## src/qat_pkg.sv

```systemverilog
// shared types and codes for the quoted argument tokenizer
// depends on nothing; imported by every module of the block
package qat_pkg;

  localparam int unsigned QAT_FIFO_DEPTH = 4;

  // result kinds
  localparam logic [2:0] K_BYTE    = 3'd0;
  localparam logic [2:0] K_ARGEND  = 3'd1;
  localparam logic [2:0] K_LINEOK  = 3'd2;
  localparam logic [2:0] K_LINEERR = 3'd3;
  localparam logic [2:0] K_DONE    = 3'd4;

  // line error codes
  localparam logic [2:0] E_NONE  = 3'd0;
  localparam logic [2:0] E_END   = 3'd1;
  localparam logic [2:0] E_ESC   = 3'd2;
  localparam logic [2:0] E_QUOTE = 3'd3;
  localparam logic [2:0] E_GLOM  = 3'd4;

  // byte values with a meaning of their own
  localparam logic [7:0] CH_NUL   = 8'h00;
  localparam logic [7:0] CH_TAB   = 8'h09;
  localparam logic [7:0] CH_LF    = 8'h0A;
  localparam logic [7:0] CH_VT    = 8'h0B;
  localparam logic [7:0] CH_FF    = 8'h0C;
  localparam logic [7:0] CH_CR    = 8'h0D;
  localparam logic [7:0] CH_SPACE = 8'h20;
  localparam logic [7:0] CH_QUOTE = 8'h22;
  localparam logic [7:0] CH_SEMI  = 8'h3B;
  localparam logic [7:0] CH_BSL   = 8'h5C;

  typedef struct packed {
    logic [2:0] kind;
    logic [7:0] arg_byte;
    logic [2:0] error_code;
  } res_t;

  // one or two results caused by one input byte
  typedef struct packed {
    logic two;
    res_t r0;
    res_t r1;
  } entry_t;

  function automatic res_t mk_res(logic [2:0] kind, logic [7:0] b, logic [2:0] e);
    res_t r;
    r.kind       = kind;
    r.arg_byte   = b;
    r.error_code = e;
    return r;
  endfunction

endpackage

```

## src/quoted_argument_tokenizer.sv

```systemverilog
// top level of the quoted argument tokenizer: front end, entry queue, sequencer
// depends on qat_pkg, qat_front, qat_fifo and qat_back
//
// channel   direction  handshake          payload
// in_       in         in_push / in_full  in_ch[7:0], in_at_end
// out_      out        out_pop / out_empty out_kind[2:0], out_arg_byte[7:0],
//                                          out_error_code[2:0], out_last
//
// one byte is taken per cycle while in_full is low; the front end decides all results of a byte
// in the cycle it is taken and queues them as one entry
// results are registered in the entry queue before they reach the output; a byte with two results holds
// the output for two pops, so such bytes cost an extra pop on the output side
// in_full rises only when the FIFO_DEPTH entry queue is full
// synchronous active-low reset: line start mode, queue empty
module quoted_argument_tokenizer #(
  parameter int unsigned FIFO_DEPTH = qat_pkg::QAT_FIFO_DEPTH
) (
  input  logic       clk,
  input  logic       rst_n,
  input  logic       in_push,
  output logic       in_full,
  input  logic [7:0] in_ch,
  input  logic       in_at_end,
  output logic       out_empty,
  input  logic       out_pop,
  output logic [2:0] out_kind,
  output logic [7:0] out_arg_byte,
  output logic [2:0] out_error_code,
  output logic       out_last
);
  import qat_pkg::*;

  logic   acc;       // input request taken this cycle
  logic   f_has;     // taken byte causes at least one result
  entry_t f_ent;     // results of the taken byte
  entry_t q_ent;     // oldest queued entry
  logic   q_empty;
  logic   q_pop;

  assign acc = in_push && !in_full;

  // classifies bytes and advances the tokenizer mode
  qat_front u_front (
    .clk     (clk),
    .rst_n   (rst_n),
    .acc     (acc),
    .ch      (in_ch),
    .at_end  (in_at_end),
    .has_res (f_has),
    .ent     (f_ent)
  );

  // decouples byte intake from result delivery
  qat_fifo #(
    .DEPTH (FIFO_DEPTH)
  ) u_fifo (
    .clk   (clk),
    .rst_n (rst_n),
    .push  (acc && f_has),
    .wdata (f_ent),
    .full  (in_full),
    .pop   (q_pop),
    .rdata (q_ent),
    .empty (q_empty)
  );

  // splits double entries into two result requests
  qat_back u_back (
    .clk            (clk),
    .rst_n          (rst_n),
    .ent            (q_ent),
    .q_empty        (q_empty),
    .q_pop          (q_pop),
    .out_pop        (out_pop),
    .out_empty      (out_empty),
    .out_kind       (out_kind),
    .out_arg_byte   (out_arg_byte),
    .out_error_code (out_error_code),
    .out_last       (out_last)
  );

`ifndef SYNTH
  // a byte that causes results is visible on the output in the next cycle
  a_res_visible: assert property (@(posedge clk) disable iff (!rst_n)
    (acc && f_has) |=> !out_empty)
    else $error("queued result not visible");

  // the first of two results is always followed by the second
  a_second_follows: assert property (@(posedge clk) disable iff (!rst_n)
    (out_pop && !out_empty && !out_last) |=> !out_empty)
    else $error("second result lost");

  // only line errors carry an error code
  a_err_only_lineerr: assert property (@(posedge clk) disable iff (!rst_n)
    (!out_empty && (out_kind != K_LINEERR)) |-> (out_error_code == E_NONE))
    else $error("error code on non-error result");

  // argument bytes are only ever reported as the byte itself, never zero
  a_byte_nonzero: assert property (@(posedge clk) disable iff (!rst_n)
    (!out_empty && (out_kind == K_BYTE)) |-> (out_arg_byte != CH_NUL))
    else $error("zero argument byte");
`endif

endmodule

```

## src/qat_front.sv

```systemverilog
// front end: classifies each input byte and runs the tokenizer state machine
// depends on qat_pkg; produces one queue entry per byte that causes results
module qat_front (
  input  logic            clk,
  input  logic            rst_n,
  input  logic            acc,
  input  logic [7:0]      ch,
  input  logic            at_end,
  output logic            has_res,
  output qat_pkg::entry_t ent
);
  import qat_pkg::*;

  localparam logic [2:0] M_START   = 3'd0;
  localparam logic [2:0] M_BETWEEN = 3'd1;
  localparam logic [2:0] M_PLAIN   = 3'd2;
  localparam logic [2:0] M_QUOTED  = 3'd3;
  localparam logic [2:0] M_COMMENT = 3'd4;
  localparam logic [2:0] M_DROP    = 3'd5;
  localparam logic [2:0] M_AFTERQ  = 3'd6;
  localparam logic [2:0] M_CRSKIP  = 3'd7;

  logic [2:0] mode_r, mode_nxt;
  logic       esc_r, esc_nxt;

  logic       nul, is_ws;
  logic [2:0] bw_mode;
  logic       bw_esc, bw_has;
  res_t       bw_res;
  logic       has0, two;
  res_t       r0, r1;

  assign nul   = at_end || (ch == CH_NUL);
  assign is_ws = (ch == CH_SPACE) || (ch == CH_TAB) || (ch == CH_LF) || (ch == CH_CR) ||
                 (ch == CH_VT) || (ch == CH_FF);

  // outcome of a byte seen between arguments
  always_comb begin
    bw_mode = M_START;
    bw_esc  = 1'b0;
    bw_has  = 1'b0;
    bw_res  = mk_res(K_BYTE, CH_NUL, E_NONE);
    if (nul) begin
      bw_has = 1'b1;
      bw_res = mk_res(K_LINEERR, CH_NUL, E_END);
    end else begin
      unique case (ch)
        CH_SPACE, CH_TAB: bw_mode = M_BETWEEN;
        CH_LF: begin
          bw_has = 1'b1;
          bw_res = mk_res(K_LINEOK, CH_NUL, E_NONE);
        end
        CH_CR: begin
          bw_mode = M_DROP;
          bw_has  = 1'b1;
          bw_res  = mk_res(K_LINEOK, CH_NUL, E_NONE);
        end
        CH_SEMI:  bw_mode = M_COMMENT;
        CH_QUOTE: bw_mode = M_QUOTED;
        CH_BSL: begin
          bw_mode = M_PLAIN;
          bw_esc  = 1'b1;
        end
        default: begin
          bw_mode = M_PLAIN;
          bw_has  = 1'b1;
          bw_res  = mk_res(K_BYTE, ch, E_NONE);
        end
      endcase
    end
  end

  always_comb begin
    mode_nxt = mode_r;
    esc_nxt  = esc_r;
    has0     = 1'b0;
    two      = 1'b0;
    r0       = mk_res(K_BYTE, CH_NUL, E_NONE);
    r1       = mk_res(K_BYTE, CH_NUL, E_NONE);
    unique case (mode_r)
      M_START: begin
        if (at_end) begin
          has0 = 1'b1;
          r0   = mk_res(K_DONE, CH_NUL, E_NONE);
        end else begin
          mode_nxt = bw_mode;
          esc_nxt  = bw_esc;
          has0     = bw_has;
          r0       = bw_res;
        end
      end
      M_BETWEEN: begin
        mode_nxt = bw_mode;
        esc_nxt  = bw_esc;
        has0     = bw_has;
        r0       = bw_res;
      end
      M_CRSKIP: begin
        if (at_end || (ch != CH_CR)) begin
          mode_nxt = bw_mode;
          esc_nxt  = bw_esc;
          has0     = bw_has;
          r0       = bw_res;
        end
      end
      M_DROP: begin
        if (at_end) begin
          mode_nxt = M_START;
          has0     = 1'b1;
          r0       = mk_res(K_DONE, CH_NUL, E_NONE);
        end else if (ch != CH_CR) begin
          mode_nxt = M_START;
        end
      end
      M_COMMENT: begin
        if (nul) begin
          mode_nxt = M_START;
          esc_nxt  = 1'b0;
          has0     = 1'b1;
          r0       = mk_res(K_LINEERR, CH_NUL, E_END);
        end else if (ch == CH_LF) begin
          mode_nxt = M_START;
          has0     = 1'b1;
          r0       = mk_res(K_LINEOK, CH_NUL, E_NONE);
        end else if (ch == CH_CR) begin
          mode_nxt = M_CRSKIP;
        end
      end
      M_PLAIN, M_QUOTED: begin
        if (esc_r) begin
          has0 = 1'b1;
          if (nul) begin
            mode_nxt = M_START;
            esc_nxt  = 1'b0;
            r0       = mk_res(K_LINEERR, CH_NUL, E_ESC);
          end else begin
            esc_nxt = 1'b0;
            r0      = mk_res(K_BYTE, ch, E_NONE);
          end
        end else if (mode_r == M_QUOTED) begin
          if (nul) begin
            mode_nxt = M_START;
            has0     = 1'b1;
            r0       = mk_res(K_LINEERR, CH_NUL, E_QUOTE);
          end else if (ch == CH_BSL) begin
            esc_nxt = 1'b1;
          end else if (ch == CH_QUOTE) begin
            mode_nxt = M_AFTERQ;
          end else begin
            has0 = 1'b1;
            r0   = mk_res(K_BYTE, ch, E_NONE);
          end
        end else begin
          // open plain argument
          if (nul) begin
            mode_nxt = M_START;
            has0     = 1'b1;
            two      = 1'b1;
            r0       = mk_res(K_ARGEND, CH_NUL, E_NONE);
            r1       = mk_res(K_LINEERR, CH_NUL, E_END);
          end else if (ch == CH_BSL) begin
            esc_nxt = 1'b1;
          end else if ((ch == CH_SPACE) || (ch == CH_TAB)) begin
            mode_nxt = M_BETWEEN;
            has0     = 1'b1;
            r0       = mk_res(K_ARGEND, CH_NUL, E_NONE);
          end else if (ch == CH_LF) begin
            mode_nxt = M_START;
            has0     = 1'b1;
            two      = 1'b1;
            r0       = mk_res(K_ARGEND, CH_NUL, E_NONE);
            r1       = mk_res(K_LINEOK, CH_NUL, E_NONE);
          end else if (ch == CH_CR) begin
            mode_nxt = M_CRSKIP;
            has0     = 1'b1;
            r0       = mk_res(K_ARGEND, CH_NUL, E_NONE);
          end else begin
            has0 = 1'b1;
            r0   = mk_res(K_BYTE, ch, E_NONE);
          end
        end
      end
      M_AFTERQ: begin
        has0 = 1'b1;
        if (at_end || !is_ws) begin
          mode_nxt = M_START;
          esc_nxt  = 1'b0;
          r0       = mk_res(K_LINEERR, CH_NUL, E_GLOM);
        end else begin
          // whitespace closes the argument, then acts as between arguments
          mode_nxt = bw_mode;
          esc_nxt  = bw_esc;
          r0       = mk_res(K_ARGEND, CH_NUL, E_NONE);
          two      = bw_has;
          r1       = bw_res;
        end
      end
      default: mode_nxt = M_START;
    endcase
  end

  assign has_res = has0;
  assign ent.two = two;
  assign ent.r0  = r0;
  assign ent.r1  = r1;

  always_ff @(posedge clk) begin
    if (!rst_n) begin
      mode_r <= M_START;
      esc_r  <= 1'b0;
    end else if (acc) begin
      mode_r <= mode_nxt;
      esc_r  <= esc_nxt;
    end
  end

endmodule

```

## src/qat_fifo.sv

```systemverilog
// short entry queue between the front end and the result sequencer
// depends on qat_pkg for the entry type
module qat_fifo #(
  parameter int unsigned DEPTH = qat_pkg::QAT_FIFO_DEPTH
) (
  input  logic            clk,
  input  logic            rst_n,
  input  logic            push,
  input  qat_pkg::entry_t wdata,
  output logic            full,
  input  logic            pop,
  output qat_pkg::entry_t rdata,
  output logic            empty
);
  import qat_pkg::*;

  localparam int unsigned PW = (DEPTH > 1) ? $clog2(DEPTH) : 1;
  localparam int unsigned CW = $clog2(DEPTH + 1);
  localparam logic [PW-1:0] PTR_LAST = PW'(DEPTH - 1);
  localparam logic [CW-1:0] CNT_FULL = CW'(DEPTH);

  entry_t        mem [DEPTH];
  logic [PW-1:0] wr_ptr_r, rd_ptr_r;
  logic [CW-1:0] cnt_r;
  logic          do_push, do_pop;

  assign full    = (cnt_r == CNT_FULL);
  assign empty   = (cnt_r == '0);
  assign do_push = push && !full;
  assign do_pop  = pop && !empty;
  assign rdata   = mem[rd_ptr_r];

  always_ff @(posedge clk) begin
    if (do_push) begin
      mem[wr_ptr_r] <= wdata;
    end
  end

  always_ff @(posedge clk) begin
    if (!rst_n) begin
      wr_ptr_r <= '0;
      rd_ptr_r <= '0;
      cnt_r    <= '0;
    end else begin
      if (do_push) begin
        wr_ptr_r <= (wr_ptr_r == PTR_LAST) ? '0 : wr_ptr_r + 1'b1;
      end
      if (do_pop) begin
        rd_ptr_r <= (rd_ptr_r == PTR_LAST) ? '0 : rd_ptr_r + 1'b1;
      end
      if (do_push && !do_pop) begin
        cnt_r <= cnt_r + 1'b1;
      end else if (do_pop && !do_push) begin
        cnt_r <= cnt_r - 1'b1;
      end
    end
  end

endmodule

```

## src/qat_back.sv

```systemverilog
// result sequencer: hands out the one or two results of each queued entry
// depends on qat_pkg for the entry type
module qat_back (
  input  logic            clk,
  input  logic            rst_n,
  input  qat_pkg::entry_t ent,
  input  logic            q_empty,
  output logic            q_pop,
  input  logic            out_pop,
  output logic            out_empty,
  output logic [2:0]      out_kind,
  output logic [7:0]      out_arg_byte,
  output logic [2:0]      out_error_code,
  output logic            out_last
);
  import qat_pkg::*;

  logic sub_r, sub_nxt;
  logic take;
  res_t cur;

  assign take      = out_pop && !q_empty;
  assign cur       = sub_r ? ent.r1 : ent.r0;
  assign out_last  = !ent.two || sub_r;
  assign q_pop     = take && out_last;
  assign sub_nxt   = take ? !out_last : sub_r;
  assign out_empty = q_empty;

  assign out_kind       = cur.kind;
  assign out_arg_byte   = cur.arg_byte;
  assign out_error_code = cur.error_code;

  always_ff @(posedge clk) begin
    if (!rst_n) begin
      sub_r <= 1'b0;
    end else begin
      sub_r <= sub_nxt;
    end
  end

endmodule

```

## config.mk

```make
export PLATFORM = sky130hd
export DESIGN_NAME = quoted_argument_tokenizer
export DESIGN_NICKNAME = d
export VERILOG_FILES = /design/src/qat_pkg.sv /design/src/quoted_argument_tokenizer.sv /design/src/qat_front.sv /design/src/qat_fifo.sv /design/src/qat_back.sv
export SDC_FILE = /design/constraint.sdc
export NUM_CORES = 1
export LEC_CHECK = 0
export ABC_AREA = 0
export BUFFER_PORTS_ARGS = -buffer_cell sky130_fd_sc_hd__buf_4
export CORE_UTILIZATION = 55
export CTS_CLUSTER_SIZE = 12
export DETAILED_ROUTE_END_ITERATION = 8
export HOLD_SLACK_MARGIN = 0.06
export PLACE_DENSITY = 0.84
export SETUP_SLACK_MARGIN = 0.2
export SLEW_MARGIN = 0
export SYNTH_ARGS = -nofsm -noshare
export SYNTH_HDL_FRONTEND = slang
export SYNTH_SLANG_ARGS = --single-unit
```

## constraint.sdc

```tcl
create_clock -name clk -period 8.8 [get_ports clk]
set_clock_uncertainty 0.1 [all_clocks]
set_input_delay 1.32 -clock clk [delete_from_list [all_inputs] [get_ports clk]]
set_output_delay 1.32 -clock clk [all_outputs]
set_load 0.02 [all_outputs]
```

==> impl_metrics.tcl <==
set metrics [dict create \
    status "finished clean" \
    yosysWarnings 0 \
    fin_util_pct 67.5 \
    drive_gt1_share_pct 24.3 \
    rows 35 \
    setup_slack_ns 4.55 \
    min_period_ns 4.25 \
    grt_use_met2_pct 40.6 \
    max-cap-violations 0 \
    synth_top_area_share_pct 55.3 \
    placed_area_um2 5790 \
    hold_path_class "reg2reg" \
    fin_tns_setup_ns 0 \
    gr-max-usage-layer "met2" \
    clock_latency_ns 0.52 \
    antenna_found_initial 0 \
    grt_pass1_vias 3517 \
    synth.avg_cell_area_um2 14.0 \
    cts.clk_slew.worst_paths_ns 0.06 \
    synth_area_leaders "edfxtp_1 55%, mux4_2 10%, dfxtp_1 5.2%, o21ai_0 2.0%, mux2_2 1.9%" \
    final_hold_viol_count 0 \
    arrival_ns 4.59 \
    synth_area_um2 5430 \
    place.gp.congestion 0.958 \
    vias 3507 \
    wire_per_inst_um 19.9 \
    worst_pin_slew_ns 0.950 \
    clockBufferDepth 2 \
    dp_hpwl_mm 7.13 \
    met3_usage_pct 6.63 \
    htreeDepth 4 \
    nets 452 \
    rsz0062_at_grt "no" \
    fmax_mhz 236 \
    fin_area_um2 6360 \
    clockRootBuffer "clkbuf_8" \
    ant_nets 0 \
    area_growth_pct 17.1 \
    viasPerCell 6.11 \
    core_um2 9420 \
    ir_worst_vdd_mv 0.126 \
    syn_inst 389 \
    post_cts_resized 0 \
    finalWirelength_mm 11.4 \
    hold_depth 2 \
    required_ns 9.14 \
    fillers 640 \
    synth_ff_type "edfxtp_1" \
    min_period_over_period_pct 48.2 \
    ys_seq_elements 114 \
    ios 30 \
    drt-initial-drc-count 471 \
    route.detailed.drc 0 \
    async_flop_share_pct 0 \
    layout_common_cells "100 x edfxtp_1, 34 x buf_4, 25 x mux4_2" \
    place_worst_setup_slack_ns 4.14 \
    cts_buffers 17 \
    crit_type "in2reg" \
    synth_cell_types 59 \
    grt_use_met1_pct 29.4 \
    p_leak_nw 2.20 \
    grt_use_total_pct 24.4 \
    slew_headroom_pct 36.6 \
    start_util_pct 57.7 \
    reg2reg_depth 10 \
    postCtsSetupBuffers 0 \
    grt_max_degree 26 \
    end_kind "flip-flop" \
    finalMaxSlewViolations 0 \
    cp_max_fo 9 \
    power.density_nw_per_um2 308 \
    cts_tree "built" \
    dieWidth_um 101 \
    grt.overflow.total 0 \
    synth_edf_count 100 \
    cts_hold_buf 0 \
    port_buffers 29 \
    n_antenna_cell 0 \
    startpoint_type "input port" \
    ys_seq_area_share_pct 60.5 \
    drtPass1Iterations 5 \
    grt_first_pass_wirelength_mm 17.9 \
    dieArea_um2 10300 \
    die_h_um 101 \
    yosys.area.top_type "edfxtp_1" \
    mostFrequentLayoutCell "edfxtp_1" \
    setup_viol 0 \
    cts_num_sinks 114 \
]
## worst max-delay path, cell delays in order
cell and delay [ns]:
buf_4 0.14, nor4_1 0.51, a21oi_1 0.37, and2_1 0.25, a211oi_1 0.24, a311o_1 0.32
ha_1 0.26, inv_1 0.07, fa_1 0.45, xor2_1 0.17, or3_1 0.30, a21boi_0 0.17
## cell type report
type | count | area (µm²) | area share [%]
flip-flops and latches | 114 | 3280 | 51.7
multi-input cells | 256 | 2050 | 32.3
clock buffers | 17 | 414 | 6.51
repair buffers | 34 | 255 | 4.01
well taps | 129 | 161 | 2.54
clock inverters | 15 | 159 | 2.50
inverters | 9 | 33.8 | 0.531
## final timing paths
kind,slack (ns),start,end
min reg2reg,0.41,u_fifo.wr_ptr_r[1],u_fifo.wr_ptr_r[1]
max reg2reg,5.41,flip-flop,u_fifo.cnt_r[2]
min,0.41,u_fifo.wr_ptr_r[1],u_fifo.wr_ptr_r[1]
max,4.55,in_ch[4],u_fifo.cnt_r[2]
## state kept, by name, indices dropped and copies added (netlist names), named ones only
signal           flops
u_front.esc_r        1
u_fifo.rd_ptr_r      2
u_back.sub_r         1
u_fifo.wr_ptr_r      2
u_front.mode_r       3
u_fifo.cnt_r         3
u_fifo.mem         100
## cell usage after synthesis (3+ instances only)
| library cell | count |
|---|---|
| nor4_1 | 3 |
| nand2_1 | 22 |
| and2_1 | 10 |
| clkbuf_1 | 15 |
| nor2_1 | 18 |
| inv_1 | 9 |
| ha_1 | 6 |
| o21ai_0 | 22 |
| edfxtp_1 | 100 |
| nor4b_1 | 3 |
| mux4_2 | 25 |
| or3_1 | 5 |
| nor2b_1 | 16 |
| mux2_2 | 9 |
| dfxtp_1 | 14 |
| nand2b_1 | 6 |
| nand3_1 | 12 |
| a211oi_1 | 9 |
| a21oi_1 | 17 |
| buf_1 | 4 |
| nor3_1 | 5 |
| mux2i_1 | 4 |
## logic make-up (layout without fill, tap and decap cells)
logic type	Yosys count	after routing	share of synthesized area [%]
flops	114	114	60.5
other cells	1	16	0.0691
fa+ha+maj	7	7	1.75
simple gates	117	117	12.2
compound gates	74	74	9.12
xor+xnor	4	4	0.645
buf+inv	34	75	2.81
mux	38	38	13.0
## stage by stage
stage | instances | power, mW | hold slack, ns
after detailed placement | 542 | 1.31 | 0.404
after floorplan | 404 | 1.14 | 0.368
after global placement | 542 | 1.30 | 0.388
after global routing | 574 | 2.05 | 0.443
after CTS | 574 | 1.97 | 0.412
final | 574 | 1.96 | 0.409
## per-layer routing
metal | wire (µm) | vias up
li1 | - | 1592
met4 | 336 | 0
met1 | 4580 | 1719
met3 | 743 | 33
met2 | 5760 | 163
met5 | 0 | -
## power by group
| group | total (mW) | switching [mW] | internal, mW |
|---|---|---|---|
| logic | 0.522 | 0.277 | 0.245 |
| clock network | 0.655 | 0.250 | 0.405 |
| registers | 0.783 | 0.0724 | 0.710 |
No activity file was read; power rests on OpenSTA's default activity.
